[src/rtl/dpc_pkg.sv]
// Shared constants for the detent position controller: field widths,
// register map and register reset values. No dependencies.
package dpc_pkg;

  // Default encoder position width.
  localparam int DPC_POS_BITS = 24;

  // Configuration field widths.
  localparam int STEP_W = 10;
  localparam int BAND_W = 12;
  localparam int FSE_W  = 16;
  localparam int DRV_W  = 8;
  localparam int CNT_W  = 16;

  // APB register map: register i at byte address 4*i.
  localparam int APB_ADDR_W = 5;
  localparam int APB_DATA_W = 32;

  typedef enum logic [2:0] {
    REG_STEP = 3'd0,
    REG_BAND = 3'd1,
    REG_FSE  = 3'd2,
    REG_MIN  = 3'd3,
    REG_MAX  = 3'd4
  } reg_idx_t;

  // Register reset values.
  localparam logic [STEP_W-1:0] STEP_RST = 10'd50;
  localparam logic [BAND_W-1:0] BAND_RST = 12'd10;
  localparam logic [FSE_W-1:0]  FSE_RST  = 16'd1000;
  localparam logic [DRV_W-1:0]  MIN_RST  = 8'd80;
  localparam logic [DRV_W-1:0]  MAX_RST  = 8'd255;

  // Drive ramp divider: dividend is error (FSE_W) times drive span (DRV_W).
  localparam int DVD_W     = FSE_W + DRV_W;
  localparam int DIV_CNT_W = $clog2(DVD_W);

endpackage

[src/rtl/dpc_if.sv]
// Valid/ready channel interfaces for the detent position controller.
// Depends on dpc_pkg for the default position width and field widths.
interface dpc_in_if
  import dpc_pkg::*;
#(
  parameter int POS_BITS = DPC_POS_BITS
) ();
  logic                       valid;
  logic                       ready;
  logic signed [POS_BITS-1:0] encoder_count;
  logic                       turn_event;
  logic                       turn_up;
  logic                       far_clear;
  logic                       near_clear;

  modport source (
    output valid, encoder_count, turn_event, turn_up, far_clear, near_clear,
    input  ready
  );
  modport sink (
    input  valid, encoder_count, turn_event, turn_up, far_clear, near_clear,
    output ready
  );
endinterface

interface dpc_out_if
  import dpc_pkg::*;
#(
  parameter int POS_BITS = DPC_POS_BITS
) ();
  logic                       valid;
  logic                       ready;
  logic [DRV_W-1:0]           drive_cw;
  logic [DRV_W-1:0]           drive_ccw;
  logic                       moving;
  logic signed [POS_BITS-1:0] target_now;
  logic signed [CNT_W-1:0]    detents_now;

  modport source (
    output valid, drive_cw, drive_ccw, moving, target_now, detents_now,
    input  ready
  );
  modport sink (
    input  valid, drive_cw, drive_ccw, moving, target_now, detents_now,
    output ready
  );
endinterface

[src/rtl/detent_position_controller.sv]
// Detent position controller top level: sequencer, serial divider,
// move state and APB register file. Depends on dpc_pkg and dpc_if.
//
// Usage:
//   in_ch  : one transfer per control tick (encoder position, detent event
//            and direction, two limit-switch levels).
//   out_ch : one transfer per tick with both drive duties, the move flag,
//            the current target and the detent count.
//   APB    : five registers at byte addresses 0,4,8,12,16; the user writes
//            them only while the block is idle, not enforced by the block;
//            pready is always high, reads return the value.
// Sequence: from the input transfer through TMUL and TADD (target update, skipped
//   when the updated detent count is zero), ERR, MUL, DIV (one-bit-per-cycle
//   restoring divider) and LVL to FIN; MUL, DIV and LVL are skipped when the
//   drive is zero or saturated. in_ch.ready is high only while the sequencer is idle.
// The result sits in an output register, so the next tick is taken while it
//   waits; if the receiver stalls, the sequencer holds the finished tick
//   until the output register frees up.
// Reset (rst, synchronous) clears the move, target, base and detent count and
//   loads the register defaults; no clearing pass is needed.
module detent_position_controller
  import dpc_pkg::*;
#(
  parameter int POS_BITS = DPC_POS_BITS
) (
  input  logic                  clk,
  input  logic                  rst,
  dpc_in_if.sink                in_ch,
  dpc_out_if.source             out_ch,
  input  logic                  psel,
  input  logic                  penable,
  input  logic                  pwrite,
  input  logic [APB_ADDR_W-1:0] paddr,
  input  logic [APB_DATA_W-1:0] pwdata,
  output logic [APB_DATA_W-1:0] prdata,
  output logic                  pready
);

  localparam int PROD_W = STEP_W + 1 + CNT_W;
  localparam int SUM_W  = ((POS_BITS > PROD_W) ? POS_BITS : PROD_W) + 1;
  localparam int ERR_W  = POS_BITS + 1;

  localparam logic signed [SUM_W-1:0] SAT_HI =
    {{(SUM_W-POS_BITS+1){1'b0}}, {(POS_BITS-1){1'b1}}};
  localparam logic signed [SUM_W-1:0] SAT_LO =
    {{(SUM_W-POS_BITS+1){1'b1}}, {(POS_BITS-1){1'b0}}};

  localparam logic signed [CNT_W-1:0] CNT_MAX = {1'b0, {(CNT_W-1){1'b1}}};
  localparam logic signed [CNT_W-1:0] CNT_MIN = {1'b1, {(CNT_W-1){1'b0}}};

  typedef enum logic [7:0] {
    S_IDLE = 8'b0000_0001,
    S_TMUL = 8'b0000_0010,
    S_TADD = 8'b0000_0100,
    S_ERR  = 8'b0000_1000,
    S_MUL  = 8'b0001_0000,
    S_DIV  = 8'b0010_0000,
    S_LVL  = 8'b0100_0000,
    S_FIN  = 8'b1000_0000
  } state_t;

  state_t state;

  // Configuration registers
  logic [STEP_W-1:0] cfg_step;
  logic [BAND_W-1:0] cfg_band;
  logic [FSE_W-1:0]  cfg_fse;
  logic [DRV_W-1:0]  cfg_min;
  logic [DRV_W-1:0]  cfg_max;

  // Move state
  logic                       move_active;
  logic signed [POS_BITS-1:0] target_pos;
  logic signed [POS_BITS-1:0] base_pos;
  logic signed [CNT_W-1:0]    detent_total;

  // Tick working registers
  logic signed [POS_BITS-1:0] pos_r;
  logic                       far_r;
  logic                       near_r;
  logic signed [PROD_W-1:0]   prod_r;
  logic [FSE_W-1:0]           mag_r;
  logic                       drive_ccw_sel;
  logic                       drive_en;
  logic [DRV_W-1:0]           drive_lvl;
  logic                       neg_r;
  logic [DVD_W-1:0]           dvd_r;
  logic [FSE_W-1:0]           rem_r;
  logic [DIV_CNT_W-1:0]       bit_cnt;

  // Output register
  logic                       out_valid;
  logic [DRV_W-1:0]           out_cw;
  logic [DRV_W-1:0]           out_ccw;
  logic                       out_moving;
  logic signed [POS_BITS-1:0] out_target;
  logic signed [CNT_W-1:0]    out_detents;

  logic in_xfer;
  logic out_load;
  logic cfg_wr;

  assign in_ch.ready = (state == S_IDLE);
  assign in_xfer     = in_ch.valid && (state == S_IDLE);
  assign out_load    = (state == S_FIN) && (!out_valid || out_ch.ready);
  assign cfg_wr      = psel && penable && pwrite;
  assign pready      = 1'b1;

  // Detent count update on the incoming tick
  logic signed [CNT_W-1:0] tot_next;
  always_comb begin
    tot_next = detent_total;
    if (in_ch.turn_event) begin
      if (in_ch.turn_up) begin
        if (detent_total != CNT_MIN) tot_next = detent_total - CNT_W'(1);
      end else begin
        if (detent_total != CNT_MAX) tot_next = detent_total + CNT_W'(1);
      end
    end
  end

  // Target sum with saturation
  logic signed [SUM_W-1:0] tgt_sum;
  assign tgt_sum = $signed({{(SUM_W-POS_BITS){base_pos[POS_BITS-1]}}, base_pos})
                 + $signed({{(SUM_W-PROD_W){prod_r[PROD_W-1]}}, prod_r});

  // Error against the updated target and direction decision
  logic signed [ERR_W-1:0] err;
  logic signed [ERR_W-1:0] nerr;
  logic signed [ERR_W-1:0] band_x;
  logic        [ERR_W-1:0] mag_x;
  logic                    go_ccw;
  logic                    go_cw;
  assign err    = $signed({target_pos[POS_BITS-1], target_pos})
                - $signed({pos_r[POS_BITS-1], pos_r});
  assign nerr   = -err;
  assign band_x = $signed({{(ERR_W-BAND_W){1'b0}}, cfg_band});
  assign go_ccw = (err > band_x) && far_r;
  assign go_cw  = !go_ccw && (nerr > band_x) && near_r;
  assign mag_x  = go_ccw ? err : nerr;

  // Drive span, sign kept apart
  logic             span_neg;
  logic [DRV_W-1:0] span_abs;
  assign span_neg = cfg_max < cfg_min;
  assign span_abs = span_neg ? (cfg_min - cfg_max) : (cfg_max - cfg_min);

  // Restoring divider step: one quotient bit per cycle
  logic [FSE_W:0] div_sh;
  logic [FSE_W:0] div_diff;
  logic           div_q;
  assign div_sh   = {rem_r, dvd_r[DVD_W-1]};
  assign div_diff = div_sh - {1'b0, cfg_fse};
  assign div_q    = div_sh >= {1'b0, cfg_fse};

  // Sequencer and datapath
  always_ff @(posedge clk) begin
    if (rst) begin
      state        <= S_IDLE;
      move_active  <= 1'b0;
      target_pos   <= '0;
      base_pos     <= '0;
      detent_total <= '0;
    end else begin
      unique case (state)
        S_IDLE: begin
          if (in_xfer) begin
            pos_r        <= in_ch.encoder_count;
            far_r        <= in_ch.far_clear;
            near_r       <= in_ch.near_clear;
            detent_total <= tot_next;
            if (tot_next != '0) begin
              if (!move_active) begin
                base_pos    <= in_ch.encoder_count;
                move_active <= 1'b1;
              end
              state <= S_TMUL;
            end else begin
              state <= S_ERR;
            end
          end
        end
        S_TMUL: begin
          prod_r <= $signed({1'b0, cfg_step}) * detent_total;
          state  <= S_TADD;
        end
        S_TADD: begin
          if (tgt_sum > SAT_HI) begin
            target_pos <= SAT_HI[POS_BITS-1:0];
          end else if (tgt_sum < SAT_LO) begin
            target_pos <= SAT_LO[POS_BITS-1:0];
          end else begin
            target_pos <= tgt_sum[POS_BITS-1:0];
          end
          state <= S_ERR;
        end
        S_ERR: begin
          drive_ccw_sel <= go_ccw;
          drive_lvl     <= '0;
          if (!move_active) begin
            drive_en <= 1'b0;
            state    <= S_FIN;
          end else if (!go_ccw && !go_cw) begin
            // within the dead band or blocked by a switch: end the move
            move_active  <= 1'b0;
            detent_total <= '0;
            drive_en     <= 1'b0;
            state        <= S_FIN;
          end else begin
            drive_en <= 1'b1;
            if (mag_x >= {{(ERR_W-FSE_W){1'b0}}, cfg_fse}) begin
              drive_lvl <= cfg_max;
              state     <= S_FIN;
            end else begin
              mag_r <= mag_x[FSE_W-1:0];
              state <= S_MUL;
            end
          end
        end
        S_MUL: begin
          dvd_r   <= mag_r * span_abs;
          neg_r   <= span_neg;
          rem_r   <= '0;
          bit_cnt <= '0;
          state   <= S_DIV;
        end
        S_DIV: begin
          rem_r   <= div_q ? div_diff[FSE_W-1:0] : div_sh[FSE_W-1:0];
          dvd_r   <= {dvd_r[DVD_W-2:0], div_q};
          bit_cnt <= bit_cnt + DIV_CNT_W'(1);
          if (bit_cnt == DIV_CNT_W'(DVD_W-1)) state <= S_LVL;
        end
        S_LVL: begin
          // quotient stays below the span, so it fits the drive width
          drive_lvl <= neg_r ? (cfg_min - dvd_r[DRV_W-1:0])
                             : (cfg_min + dvd_r[DRV_W-1:0]);
          state     <= S_FIN;
        end
        S_FIN: begin
          if (out_load) state <= S_IDLE;
        end
        default: state <= S_IDLE;
      endcase
    end
  end

  // Output register
  always_ff @(posedge clk) begin
    if (rst) begin
      out_valid <= 1'b0;
    end else if (out_load) begin
      out_valid <= 1'b1;
    end else if (out_ch.ready) begin
      out_valid <= 1'b0;
    end
  end

  always_ff @(posedge clk) begin
    if (out_load) begin
      out_cw      <= (drive_en && !drive_ccw_sel) ? drive_lvl : '0;
      out_ccw     <= (drive_en && drive_ccw_sel) ? drive_lvl : '0;
      out_moving  <= move_active;
      out_target  <= target_pos;
      out_detents <= detent_total;
    end
  end

  assign out_ch.valid       = out_valid;
  assign out_ch.drive_cw    = out_cw;
  assign out_ch.drive_ccw   = out_ccw;
  assign out_ch.moving      = out_moving;
  assign out_ch.target_now  = out_target;
  assign out_ch.detents_now = out_detents;

  // APB register writes
  always_ff @(posedge clk) begin
    if (rst) begin
      cfg_step <= STEP_RST;
      cfg_band <= BAND_RST;
      cfg_fse  <= FSE_RST;
      cfg_min  <= MIN_RST;
      cfg_max  <= MAX_RST;
    end else if (cfg_wr) begin
      case (paddr[4:2])
        REG_STEP: cfg_step <= pwdata[STEP_W-1:0];
        REG_BAND: cfg_band <= pwdata[BAND_W-1:0];
        REG_FSE:  cfg_fse  <= pwdata[FSE_W-1:0];
        REG_MIN:  cfg_min  <= pwdata[DRV_W-1:0];
        REG_MAX:  cfg_max  <= pwdata[DRV_W-1:0];
        default: ;
      endcase
    end
  end

  // APB read mux
  always_comb begin
    unique case (paddr[4:2])
      REG_STEP: prdata = {{(APB_DATA_W-STEP_W){1'b0}}, cfg_step};
      REG_BAND: prdata = {{(APB_DATA_W-BAND_W){1'b0}}, cfg_band};
      REG_FSE:  prdata = {{(APB_DATA_W-FSE_W){1'b0}}, cfg_fse};
      REG_MIN:  prdata = {{(APB_DATA_W-DRV_W){1'b0}}, cfg_min};
      REG_MAX:  prdata = {{(APB_DATA_W-DRV_W){1'b0}}, cfg_max};
      default:  prdata = '0;
    endcase
  end

endmodule
[src/flat_wrapper.sv]
// flat-port wrapper written by rule: the top's interface ports become plain ports
module detent_position_controller_flat import dpc_pkg::*;
#(
  parameter int POS_BITS = DPC_POS_BITS
)
  (clk, rst, psel, penable, pwrite, paddr, pwdata, prdata, pready, in_ch_valid, in_ch_encoder_count, in_ch_turn_event, in_ch_turn_up, in_ch_far_clear, in_ch_near_clear, in_ch_ready, out_ch_valid, out_ch_drive_cw, out_ch_drive_ccw, out_ch_moving, out_ch_target_now, out_ch_detents_now, out_ch_ready);
  dpc_in_if #(.POS_BITS(POS_BITS)) in_ch_i ();
  dpc_out_if #(.POS_BITS(POS_BITS)) out_ch_i ();
  input  logic clk;
  input  logic rst;
  input  logic psel;
  input  logic penable;
  input  logic pwrite;
  input  logic [APB_ADDR_W-1:0] paddr;
  input  logic [APB_DATA_W-1:0] pwdata;
  output logic [APB_DATA_W-1:0] prdata;
  output logic pready;
  input wire logic [$bits(in_ch_i.valid)-1:0] in_ch_valid;
  input wire logic [$bits(in_ch_i.encoder_count)-1:0] in_ch_encoder_count;
  input wire logic [$bits(in_ch_i.turn_event)-1:0] in_ch_turn_event;
  input wire logic [$bits(in_ch_i.turn_up)-1:0] in_ch_turn_up;
  input wire logic [$bits(in_ch_i.far_clear)-1:0] in_ch_far_clear;
  input wire logic [$bits(in_ch_i.near_clear)-1:0] in_ch_near_clear;
  output wire logic [$bits(in_ch_i.ready)-1:0] in_ch_ready;
  output wire logic [$bits(out_ch_i.valid)-1:0] out_ch_valid;
  output wire logic [$bits(out_ch_i.drive_cw)-1:0] out_ch_drive_cw;
  output wire logic [$bits(out_ch_i.drive_ccw)-1:0] out_ch_drive_ccw;
  output wire logic [$bits(out_ch_i.moving)-1:0] out_ch_moving;
  output wire logic [$bits(out_ch_i.target_now)-1:0] out_ch_target_now;
  output wire logic [$bits(out_ch_i.detents_now)-1:0] out_ch_detents_now;
  input wire logic [$bits(out_ch_i.ready)-1:0] out_ch_ready;
  assign in_ch_i.valid = in_ch_valid;
  assign in_ch_i.encoder_count = in_ch_encoder_count;
  assign in_ch_i.turn_event = in_ch_turn_event;
  assign in_ch_i.turn_up = in_ch_turn_up;
  assign in_ch_i.far_clear = in_ch_far_clear;
  assign in_ch_i.near_clear = in_ch_near_clear;
  assign in_ch_ready = in_ch_i.ready;
  assign out_ch_valid = out_ch_i.valid;
  assign out_ch_drive_cw = out_ch_i.drive_cw;
  assign out_ch_drive_ccw = out_ch_i.drive_ccw;
  assign out_ch_moving = out_ch_i.moving;
  assign out_ch_target_now = out_ch_i.target_now;
  assign out_ch_detents_now = out_ch_i.detents_now;
  assign out_ch_i.ready = out_ch_ready;
  detent_position_controller #(.POS_BITS(POS_BITS)) u_core (.clk(clk), .rst(rst), .in_ch(in_ch_i), .out_ch(out_ch_i), .psel(psel), .penable(penable), .pwrite(pwrite), .paddr(paddr), .pwdata(pwdata), .prdata(prdata), .pready(pready));
endmodule
[config.mk]
export PLATFORM = sky130hd
export DESIGN_NAME = detent_position_controller_flat
export DESIGN_NICKNAME = d
export VERILOG_FILES = /design/src/rtl/dpc_pkg.sv /design/src/rtl/dpc_if.sv /design/src/rtl/detent_position_controller.sv /design/src/flat_wrapper.sv
export SDC_FILE = /design/constraint.sdc
export NUM_CORES = 1
export LEC_CHECK = 0
export ABC_AREA = 1
export BUFFER_PORTS_ARGS = -buffer_cell sky130_fd_sc_hd__buf_2
export CAP_MARGIN = 20
export CORE_ASPECT_RATIO = 0.8
export CORE_MARGIN = 5
export CORE_UTILIZATION = 45
export CTS_CLUSTER_SIZE = 30
export DETAILED_ROUTE_END_ITERATION = 8
export HOLD_SLACK_MARGIN = 0.08
export PLACE_DENSITY_LB_ADDON = 0.12
export SKIP_CTS_REPAIR_TIMING = 1
export SLEW_MARGIN = 10
export SYNTH_ARGS = -nofsm -noshare
export SYNTH_HDL_FRONTEND = slang
export SYNTH_SLANG_ARGS = --single-unit
export TNS_END_PERCENT = 20
[constraint.sdc]
create_clock -name clk -period 9.41 [get_ports clk]
set_input_delay 1.882 -clock clk [delete_from_list [all_inputs] [get_ports clk]]
set_output_delay 1.882 -clock clk [all_outputs]
set_load 0.01 [all_outputs]
-- Word level (Yosys, flattened, before mapping)
Index checks and enable logic that the tools add are counted.
- bits in registers: 310
- bits in latches: 0
- bits in writable memories: 0
- ROM bits: 0
- logic and storage cells: 147
- memories: 0
- add/subtract/negate cells: 11
- multiply operators: 2
- div/mod/pow operators: 0
- order comparisons: 7
- equal/unequal tests: 21
- shift-type cells: 0
- multiplexer cells: 37
- bitwise logic cells: 4
- reduce and logical (&&, ||, !) cells: 37
- operators with widths (cell ; number):
    two-way mux 16 bit ; 8
    two-way mux 8 bit ; 11
    one-hot mux 16 bit (5 select lines) ; 1
    one-hot mux 16 bit (2 select lines) ; 2
    one-hot mux 8 bit (8 select lines) ; 1
    greater-than comparator 25 x 13 -> 1 bit ; 2
    two-way mux 24 bit ; 2
    one-hot mux 24 bit (2 select lines) ; 1
    inequality test 16 bit, second input constant ; 2
    adder 24 x 27 -> 28 bit ; 1
    greater-than comparator 28 x 24 -> 1 bit, second input constant ; 1
    less-than comparator 28 x 24 -> 1 bit, second input constant ; 1
    multiplier 11 x 16 -> 27 bit ; 1
    greater-or-equal comparator 25 x 16 -> 1 bit ; 1
    two-way mux 25 bit ; 1
    negator 25 bit ; 1
    subtractor 24 x 24 -> 25 bit ; 1
    multiplier 16 x 8 -> 24 bit ; 1
    subtractor 8 bit ; 3
    AND reduction 2 bit ; 10
    greater-or-equal comparator 17 x 16 -> 1 bit ; 1
    adder 16 x 2 -> 16 bit, second input constant ; 1
    one-hot mux 8 bit (2 select lines) ; 1
    nonzero test 16 bit ; 1
    other kinds (31) ; 63

-- Depth between registers and ports, before layout
- depth after elaboration: 11
- depth in mapped cells: 47

-- Worst setup path before layout
Ideal clock, no wire load.
- path kind: register to register
- start point: register u_core.cfg_min[1]
- end point: register u_core.dvd_r[23] (data pin)
- data arrival time: 6.747 ns
- path slack: 2.396 ns
- cell stages (with the launch flop): 36
- clock period less this slack: 7.014 ns
- cell sequence: dfxtp_1 inv_1 fa_1 inv_1 o21ai_1 a221o_1 a21o_1 a21oi_2 nand2_1 o21ai_0 xor2_1 clkbuf_1 nor2_1 fa_1 fa_1 inv_1 fa_1 fa_1 inv_1 ha_1 nand2_1 o21ai_0 a21oi_1 inv_1 nand2_1 nand2_1 a21boi_0 o21ai_0 a21boi_0 o21ai_0 nand2_1 inv_1 nor2_1 o21bai_1 xor2_1 o21ai_0
- cells in the longest elaborated chain, start to end: 4
- elaborated cells between the ends (all ways): 6
- classes of those cells: add/sub: 2; mul: 1; order compare: 1; mux: 2
- RTL lines (what ; line ; text):
    start: declaration ; detent_position_controller.sv:68 ; logic [DRV_W-1:0] cfg_min;
    start signal: assignment ; detent_position_controller.sv:288 ; REG_MIN: cfg_min <= pwdata[DRV_W-1:0];
    less-than comparator 8 bit ; detent_position_controller.sv:145 ; assign span_neg = cfg_max < cfg_min;
    named net u_core.span_neg ; detent_position_controller.sv:143 ; logic span_neg;
    two-way mux 8 bit ; detent_position_controller.sv:146 ; assign span_abs = span_neg ? (cfg_min - cfg_max) : (cfg_max - cfg_min);
    multiplier 16 x 8 -> 24 bit ; detent_position_controller.sv:221 ; dvd_r <= mag_r * span_abs;
    one-hot mux 24 bit (2 select lines) ; detent_position_controller.sv:165 ; unique case (state)
    end signal: assignment ; detent_position_controller.sv:221 ;
    end signal: assignment ; detent_position_controller.sv:229 ; dvd_r <= {dvd_r[DVD_W-2:0], div_q};
    end: declaration ; detent_position_controller.sv:87 ; logic [DVD_W-1:0] dvd_r;
The timed path passes the listed nets, and every way through them passes these cells.
A chain may end at the register's enable or synchronous reset.

-- Worst setup path after layout
- start point: register u_core.cfg_max[0]
- end point: register u_core.dvd_r[22] (data pin)
- cells in the longest elaborated chain, start to end: 4
- elaborated cells between the ends (all ways): 6
- classes of those cells: add/sub: 2; mul: 1; order compare: 1; mux: 2
- RTL lines (what ; line ; text):
    start: declaration ; detent_position_controller.sv:69 ; logic [DRV_W-1:0] cfg_max;
    start signal: assignment ; detent_position_controller.sv:289 ; REG_MAX: cfg_max <= pwdata[DRV_W-1:0];
    less-than comparator 8 bit ; detent_position_controller.sv:145 ;
    named net u_core.span_neg ; detent_position_controller.sv:143 ;
    two-way mux 8 bit ; detent_position_controller.sv:146 ;
    multiplier 16 x 8 -> 24 bit ; detent_position_controller.sv:221 ;
    one-hot mux 24 bit (2 select lines) ; detent_position_controller.sv:165 ;
The timed path passes the listed nets, and every way through them passes these cells.

==> flow_summary.json <==
{
  "outcome": "completed",
  "holdWs_ns": 0.486,
  "irDropWorstVdd_mv": 0.135,
  "clkLatencyLatePin_ns": 0.59,
  "end_kind": "flip-flop",
  "antenna_found_initial": 3,
  "ios": 164,
  "fin_crit_ns": 8.35,
  "ys_warn_count": 0,
  "ctsHtreeMaxLevel": 2,
  "syn_area_sq_mm": 0.0289,
  "rows": 83,
  "grt_pass1_wl_um": 125000,
  "yosys-top-cells-area": "edfxtp_1, fa_1, nand2_1, ha_1, dfxtp_1",
  "grt_max_degree": 93,
  "clk_pin_slew_ns": 0.06,
  "gp_congestion": 0.914,
  "finalHoldViolCount": 0,
  "wl_per_cell_um": 16.9,
  "dr.pass1.iters": 5,
  "wirelength_um": 79000,
  "rsz0062_at_grt": "no",
  "maxCapViolations": 0,
  "syn_to_final_growth_pct": 8.89,
  "synthDistinctLibCells": 58,
  "synth_flop_cell": "edfxtp_1",
  "cts.sinks": 310,
  "min_path_type": "flip-flop to flip-flop",
  "setup_viol_count_final": 0,
  "critPathMaxStageDelay_ns": 0.65,
  "p_sw_frac": 0.353,
  "port_buffers": 128,
  "required_ns": 9.72,
  "die_area_sq_mm": 0.0695,
  "clock_path_buffers": 3,
  "ys_top_cells_by_count": "nand2_1, inv_1, nor2_1, ha_1, fa_1",
  "slew_viol_final": 0,
  "avgSynthCellArea_sq_um": 7.76,
  "finalClockSkew_ns": 0.0340,
  "die_h_um": 237,
  "path_max_fanout": 10,
  "vias": 23800,
  "cpLargestDelayFamily": "adder cells",
  "grt_usage": 0.225,
  "pwr-share-comb": 0.330,
  "powerDensity_mw_per_mm2": 142,
  "synth_top_cell_area_share": 0.189,
  "cp_common_cell": "inv_1",
  "critPathBufInv": 6,
  "start_util": 0.452,
  "place_ws_ns": 1.19,
  "setup_slack_ns": 1.06,
  "crit_arrival_ns": 8.66,
  "worst_pin_slew_ns": 1.01,
  "worstSetupStartpointType": "flip-flop",
  "place_hpwl_um": 62900,
  "slowest_stage": "xor2_1",
  "post-route-util": 0.492,
  "leakage_nw": 15.7,
  "post-route-drc-count": 0,
  "die_width_um": 293,
  "syn_inst": 3726,
  "power.internal_mw": 2.89,
  "fin_setup_tns_ns": 0,
  "drtAntennaViolNets": 0,
  "yosysMostFrequentCell": "nand2_1",
  "cts_buffers": 37,
  "ys_seq_elements": 310,
  "max_freq_ghz": 0.120,
  "worstSetupPathType": "flip-flop to flip-flop",
  "synthArstFlopShare": 0,
  "synth_area_leader_cell": "edfxtp_1",
  "seqPwrFrac": 0.349,
  "maxSlewHeadroom": 0.328,
  "tritoncts": "yes",
  "nets": 4349,
  "layout-drive-gt1-share": 0.0804,
  "first_iter_violations": 2139,
  "power_switching_mw": 1.58,
  "clock_power_share": 0.322,
  "core_area_sq_mm": 0.0640,
  "synth-edff-count": 182,
  "grt_pass1_vias": 22200,
  "overflow": 0,
  "viasPerCell": 5.08,
  "fin_crit_sh": 0.887,
  "yosysSeqAreaShare": 0.277,
  "root_buffer": "clkbuf_16"
}
[registers in the layout, summed over array words and instances, names as in the netlist, 10 cells and up]
signal	cells
u_core.prod_r	27
u_core.base_pos	24
u_core.dvd_r	24
u_core.out_ch.target_now	24
u_core.pos_r	24
u_core.target_pos	24
u_core.cfg_fse	16
u_core.detent_total	16
u_core.mag_r	16
u_core.out_ch.detents_now	16
u_core.rem_r	16
u_core.cfg_band	12
u_core.cfg_step	10
[power groups by stage]
stage	registers, mW	clock network [mW]	logic [mW]
floorplan	1.56	0	1.15
global placement	1.59	0	1.46
detailed placement	1.59	0	1.46
CTS	1.56	1.47	1.48
global route	1.56	1.53	1.71
finish	1.56	1.44	1.47
[path summary, 6_finish.rpt]
| path | start | endpoint | slack [ns] | depth (start not counted) |
|---|---|---|---|---|
| worst max-delay path | u_core.cfg_max[0] | u_core.dvd_r[22] | 1.06 | 31 |
| worst max register to register | u_core.cfg_max[0] | u_core.dvd_r[22] | 1.06 | 31 |
| worst min-delay path | u_core.target_pos[21] | u_core.out_ch.target_now[21] | 0.49 | 0 |
| worst min register to register | u_core.target_pos[21] | u_core.out_ch.target_now[21] | 0.49 | 0 |
[per-layer routing]
layer,up-vias,global-route usage,share of wire
met2,662,0.320,0.41
met5,-,0,0
met3,63,0.0297,0.069
li1,11900,-,-
met4,0,0.0384,0.013
met1,11200,0.365,0.51
[final cells by class]
cell class / instances / area [sq um]
multi-input cells: 2597 / 17700
fillers: 6433 / 32500
well taps: 850 / 1060
clock inverters: 17 / 169
clock buffers: 51 / 1040
flip-flops and latches: 310 / 8030
inverters: 710 / 2670
repair buffers: 148 / 803
diodes: 3 / 7.51
[cell usage in the layout, fill, tap and decap left out, types with 5 or more instances in the layout]
cell type and count:
nand2_1 884, inv_1 680, nor2_1 305, ha_1 238, fa_1 235, a21oi_1 226
o21ai_0 193, edfxtp_1 182, nand3_1 131, buf_2 128, dfxtp_1 128, xor2_1 84
clkbuf_16 38, xnor2_1 32, nor3_1 30, nand2_2 25, inv_2 25, nand4_1 22
buf_4 19, o21ai_1 17, conb_1 17, o211ai_1 14, or2_2 13, o22ai_1 13
a21oi_2 11, nor2_2 11, a31oi_1 11, nor4_1 10, clkbuf_1 9, nor2_4 8
clkinv_1 8, a221oi_1 7, o21bai_1 6, nand3_2 5, o31ai_1 5
[cell families (layout without fill, tap and decap cells)]
group                    after synthesis  in the layout  share of synthesized area
multiplexers                           2              2                   0.000692
other                                  2             20                   0.000260
XOR/XNOR                             116            116                     0.0351
AND/OR/NAND/NOR                     1458           1458                      0.208
buffers and inverters                834            926                      0.113
flip-flops                           310            310                      0.277
adder cells (fa/ha/maj)              473            473                      0.266
AO/OA/AOI/OAI                        531            531                      0.101
[metrics by stage]
| step | power, mW | cells | area, sq um |
|---|---|---|---|
| final | 4.47 | 4686 | 31500 |
| after global routing | 4.80 | 4685 | 31500 |
| after floorplan | 2.71 | 3741 | 29000 |
| after CTS | 4.51 | 4682 | 31500 |
| after detailed placement | 3.05 | 4614 | 30300 |
| after global placement | 3.04 | 4614 | 30300 |
Power figures use the tool's default switching activity.
